File: config.mk
export PLATFORM = sky130hd
export DESIGN_NAME = udiv_stage
export DESIGN_NICKNAME = d
export VERILOG_FILES = /design/src/udiv_pkg.sv /design/src/udiv_stage.sv
export SDC_FILE = /design/constraint.sdc
export NUM_CORES = 1
export LEC_CHECK = 0
export ABC_AREA = 1
export BUFFER_PORTS_ARGS = -buffer_cell sky130_fd_sc_hd__buf_2
export CAP_MARGIN = 10
export CORE_MARGIN = 3
export CORE_UTILIZATION = 53
export CTS_BUF_LIST = sky130_fd_sc_hd__clkbuf_4 sky130_fd_sc_hd__clkbuf_8
export CTS_CLUSTER_SIZE = 14
export DETAILED_ROUTE_END_ITERATION = 8
export PLACE_DENSITY_LB_ADDON = 0.12
export SETUP_SLACK_MARGIN = 0.3
export SYNTH_ARGS = -nofsm -noshare
export SYNTH_HDL_FRONTEND = slang
export SYNTH_SLANG_ARGS = --single-unit
File: constraint.sdc
create_clock -name clock -period 2.3 [get_ports clock]
set_input_delay 0.115 -clock clock [delete_from_list [all_inputs] [get_ports clock]]
set_output_delay 0.115 -clock clock [all_outputs]
set_load 0.05 [all_outputs]
File: src/udiv_pkg.sv
// ----------------------------------------------------------------------------
// udiv_pkg
// Shared width constant and the pipeline stage record of the unsigned divider.
// ----------------------------------------------------------------------------
package udiv_pkg;

   localparam int DATA_WIDTH = 32;

   // Restoring division retires one quotient bit per stage.
   localparam int NUM_STAGES = DATA_WIDTH;

   typedef logic [DATA_WIDTH-1:0] word_type;

   // Contents of one pipeline stage. The high bits of dq hold dividend bits
   // still to be consumed, and quotient bits shift in from the bottom.
   typedef struct packed {
      logic     valid;
      logic     div_zero;
      word_type rem;
      word_type dq;
      word_type divisor;
   } stage_type;

endpackage

File: src/udiv_stage.sv
// ----------------------------------------------------------------------------
// udiv_stage
// One restoring shift-and-subtract step with its pipeline register.
// ----------------------------------------------------------------------------
module udiv_stage (
   input  logic                 clock,
   input  logic                 reset,
   input  logic                 advance,
   input  udiv_pkg::stage_type  stage_i,
   output udiv_pkg::stage_type  stage_o
);

   logic [udiv_pkg::DATA_WIDTH:0]   trial;
   logic [udiv_pkg::DATA_WIDTH+1:0] diff;
   logic                            fits;
   udiv_pkg::stage_type             stage_in;
   logic                            valid_ff;
   udiv_pkg::stage_type             data_ff;

   always_comb begin
      // Bring down the next dividend bit and try the divisor against it.
      trial = {stage_i.rem, stage_i.dq[udiv_pkg::DATA_WIDTH-1]};
      diff  = {1'b0, trial} - {2'b00, stage_i.divisor};
      fits  = ~diff[udiv_pkg::DATA_WIDTH+1];

      stage_in          = stage_i;
      stage_in.rem      = fits ? diff[udiv_pkg::DATA_WIDTH-1:0]
                               : trial[udiv_pkg::DATA_WIDTH-1:0];
      stage_in.dq       = {stage_i.dq[udiv_pkg::DATA_WIDTH-2:0], fits};
   end

   always_ff @(posedge clock) begin
      if (reset) begin
         valid_ff <= 1'b0;
      end else if (advance) begin
         valid_ff <= stage_in.valid;
      end
   end

   always_ff @(posedge clock) begin
      if (advance) begin
         data_ff <= stage_in;
      end
   end

   always_comb begin
      stage_o       = data_ff;
      stage_o.valid = valid_ff;
   end

endmodule

==> metrics.txt <==
routability congestion estimate 0.9373; CTS Buf Count 9; initial core utilization 55.22%; TritonCTS clock tree built; Switch Pwr 2.130 mW; Die X 113.2 um; Tcrit/Tclk final 78.28%; Root Buffer clkbuf_8; fmax 0.5554 GHz; wirelength, routed 20240 um; post-CTS setup buffer count 0; area delta synth->final 33.85%; Clock Skews 0 ps; post-synthesis sequential area ratio slightly below 50%; H-tree depth 3; class of the worst hold path input pin to flip-flop; I/O pin total 199; num rows 38; WP buf/inv 2; CTS clk-pin slew, worst paths about 100 ps; routed vias/inst approximately 5.2; DR vias 5989; Worst-Margin Slew 541.5 ps; core area 11030 um2; critical path, cell by cell buf_2 > inv_1 > ha_1 > a21oi_1 > nand2_1 > nand2_1 > nand3_1 > nor2_4 > nand2_8 > nand2_1 > nand2_1; Int Pwr about 3.3 mW; Worst Setup Slack, final 499.6 ps; most used cell, CP nand2_1; Pwr Density 660.9 nW/um2; combinational share of power 36.0%; worst-path fanout max 34; most common cell after layout, fill and taps aside nand2_1; first-pass GRT wire length 31110 um; antenna violations before repair 0; post-layout min period ~1800 ps; TritonCTS Sinks 98; max_slew headroom a little under two thirds; kind of critical path input pin to flip-flop; share of synthesized registers carrying an async set or reset 0%; Die H 113.2 um; Unique masters post-synth 32; # port buffers 198; Data required, critical path 2440 ps; Diodes inserted 0; #FFs+latches synth just under 100; synthesized area 6091 um2; clk_lat worst skew around 390 ps; sequential power share 41.6%; max-cap violation count 0; slowest CP cell ha_1; detailed placer's ending HPWL 13730 um; clock share of power 22.4%; Post-synth EDFFs between 90 and 100; syn_nets 874; initial DRC count about 480; total grt overflow 0; ys flop type edfxtp_1; area of the multi-input gates between 2000 and 3000 um2; status complete, no violations; pin count of the biggest net entering global routing 99; WL/cell 17.42 um; TritonRoute pass-1 iters 5; crit end category flip-flop; Mean Syn Cell Area 8.231 um2; Sequential Area 2933 um2; Max IR drop VDD about 500 uV; CP top delay family simple AND/OR/NAND/NOR gates; Final Max Tran Viols 0; Total GRT Usage 31.69%; Pwr Total 5.388 mW; RSZ-0062 raised after global routing false; Leak Pwr 4.304 nW; share of cells above drive strength 1 25.24%; die area approximately 13000 um2; drt drc 0; largest stage delay on the critical path 360 ps; CP Launch Type input pin; Final nets approximately 1200; Crit path arrival time 1940 ps; Switching Share 39.53%; Clock Tree Buf Depth 2; most frequent cells in the layout nand2_1, buf_2, inv_1, edfxtp_1, dlygate4sd3_1; Finish-stage setup viols 0; synthesized instance count between 700 and 800; Fillers 825; pre-CTS setup slack -53.82 ps; Synth warnings 0; post-route ant nets 0; vias in the first global route 5877; final hold violation count 0
## power by group through the flow
stage	clock network (mW)	registers [mW]	logic, mW
4_1_cts	1.21	2.23	1.89
6_report	1.21	2.24	1.94
3_3_place_gp	0	2.26	1.77
3_5_place_dp	0	2.27	1.80
2_1_floorplan	0	2.92	0.647
5_1_grt	1.28	2.26	2.07
## cell families after synthesis
family                   after synthesis  synth area share, %
AO/OA/AOI/OAI                         23                2.075
XOR/XNOR                              15                2.157
adder cells (fa/ha/maj)               33                6.902
buffers and inverters                155                10.29
flip-flops                            98                48.15
multiplexers                           1               0.1643
AND/OR/NAND/NOR                      415                30.26
## final timing paths
check	from	endpoint	slack, ps	cells after the start
min	stage_i[94]	stage_o[95]	30	3
max	stage_i[28]	stage_o[78]	500	11
min reg2reg	valid_ff	valid_ff	1070	3
max reg2reg	valid_ff	valid_ff	1150	3
## routing by layer
metal / vias up / GRT usage, % / share of wire (%)
li1: 2892 / - / -
met1: 2708 / 40.54 / 41
met2: 346 / 53.71 / 48
met3: 43 / 5.882 / 8.5
met4: 0 / 11.78 / 2.9
met5: - / 0 / 0
## sequential cells by signal (all words and copies together) (netlist names)
signal,flops
valid_ff,1
stage_o,97
## area by class of cell
cell class | instances | area share, %
Timing Repair Buffer | 276 | 21.55
Clock buffer | 10 | 1.611
Multi-Input combinational cell | 487 | 31.14
Tap cell | 140 | 2.149
Inverter | 145 | 6.676
Sequential cell | 98 | 35.97
Clock inverter | 6 | 0.9055
## cell usage after synthesis (2+ instances only)
cell type,number,area share [%]
a21oi_1,18,1.5
and2_1,10,1.0
buf_2,5,0.41
buf_4,2,0.25
buf_6,2,0.37
edfxtp_1,97,48
ha_1,32,6.6
inv_1,142,8.8
inv_2,3,0.18
nand2_1,264,16
nand2_2,4,0.41
nand3_1,58,4.8
nand3_2,14,2.3
nand3b_1,5,0.62
nand4_1,7,0.72
nor2_1,41,2.5
nor2_2,3,0.31
nor3_1,3,0.25
o21bai_1,3,0.37
xor2_1,15,2.2
## metrics by stage
step	instance area (um2)	setup TNS, ps	hold WS, ps	util [%]	cells
after floorplan	6091	0	187.4	-	740
after global placement	7279	-31.39	273.1	65.99	1080
after detailed placement	7279	-53.82	275.3	65.99	1080
after CTS	8145	0	20.80	73.84	1162
after global routing	8153	0	26.37	73.91	1162
final	8153	0	30.79	73.91	1162
## what timing repair did
action                                  CTS  global route
hold endpoints to repair                 65             0
endpoints found under the setup margin    0             2
resized for setup                         0             2
hold buffers                             66             0
## worst register-to-register path, cell delays in order (launching register included)
cell,delay (ps)
dfxtp_1,330
mux2i_1,120
nor2_1,60
dlygate4sd3_1,540
(Power assumes the default switching activity.)
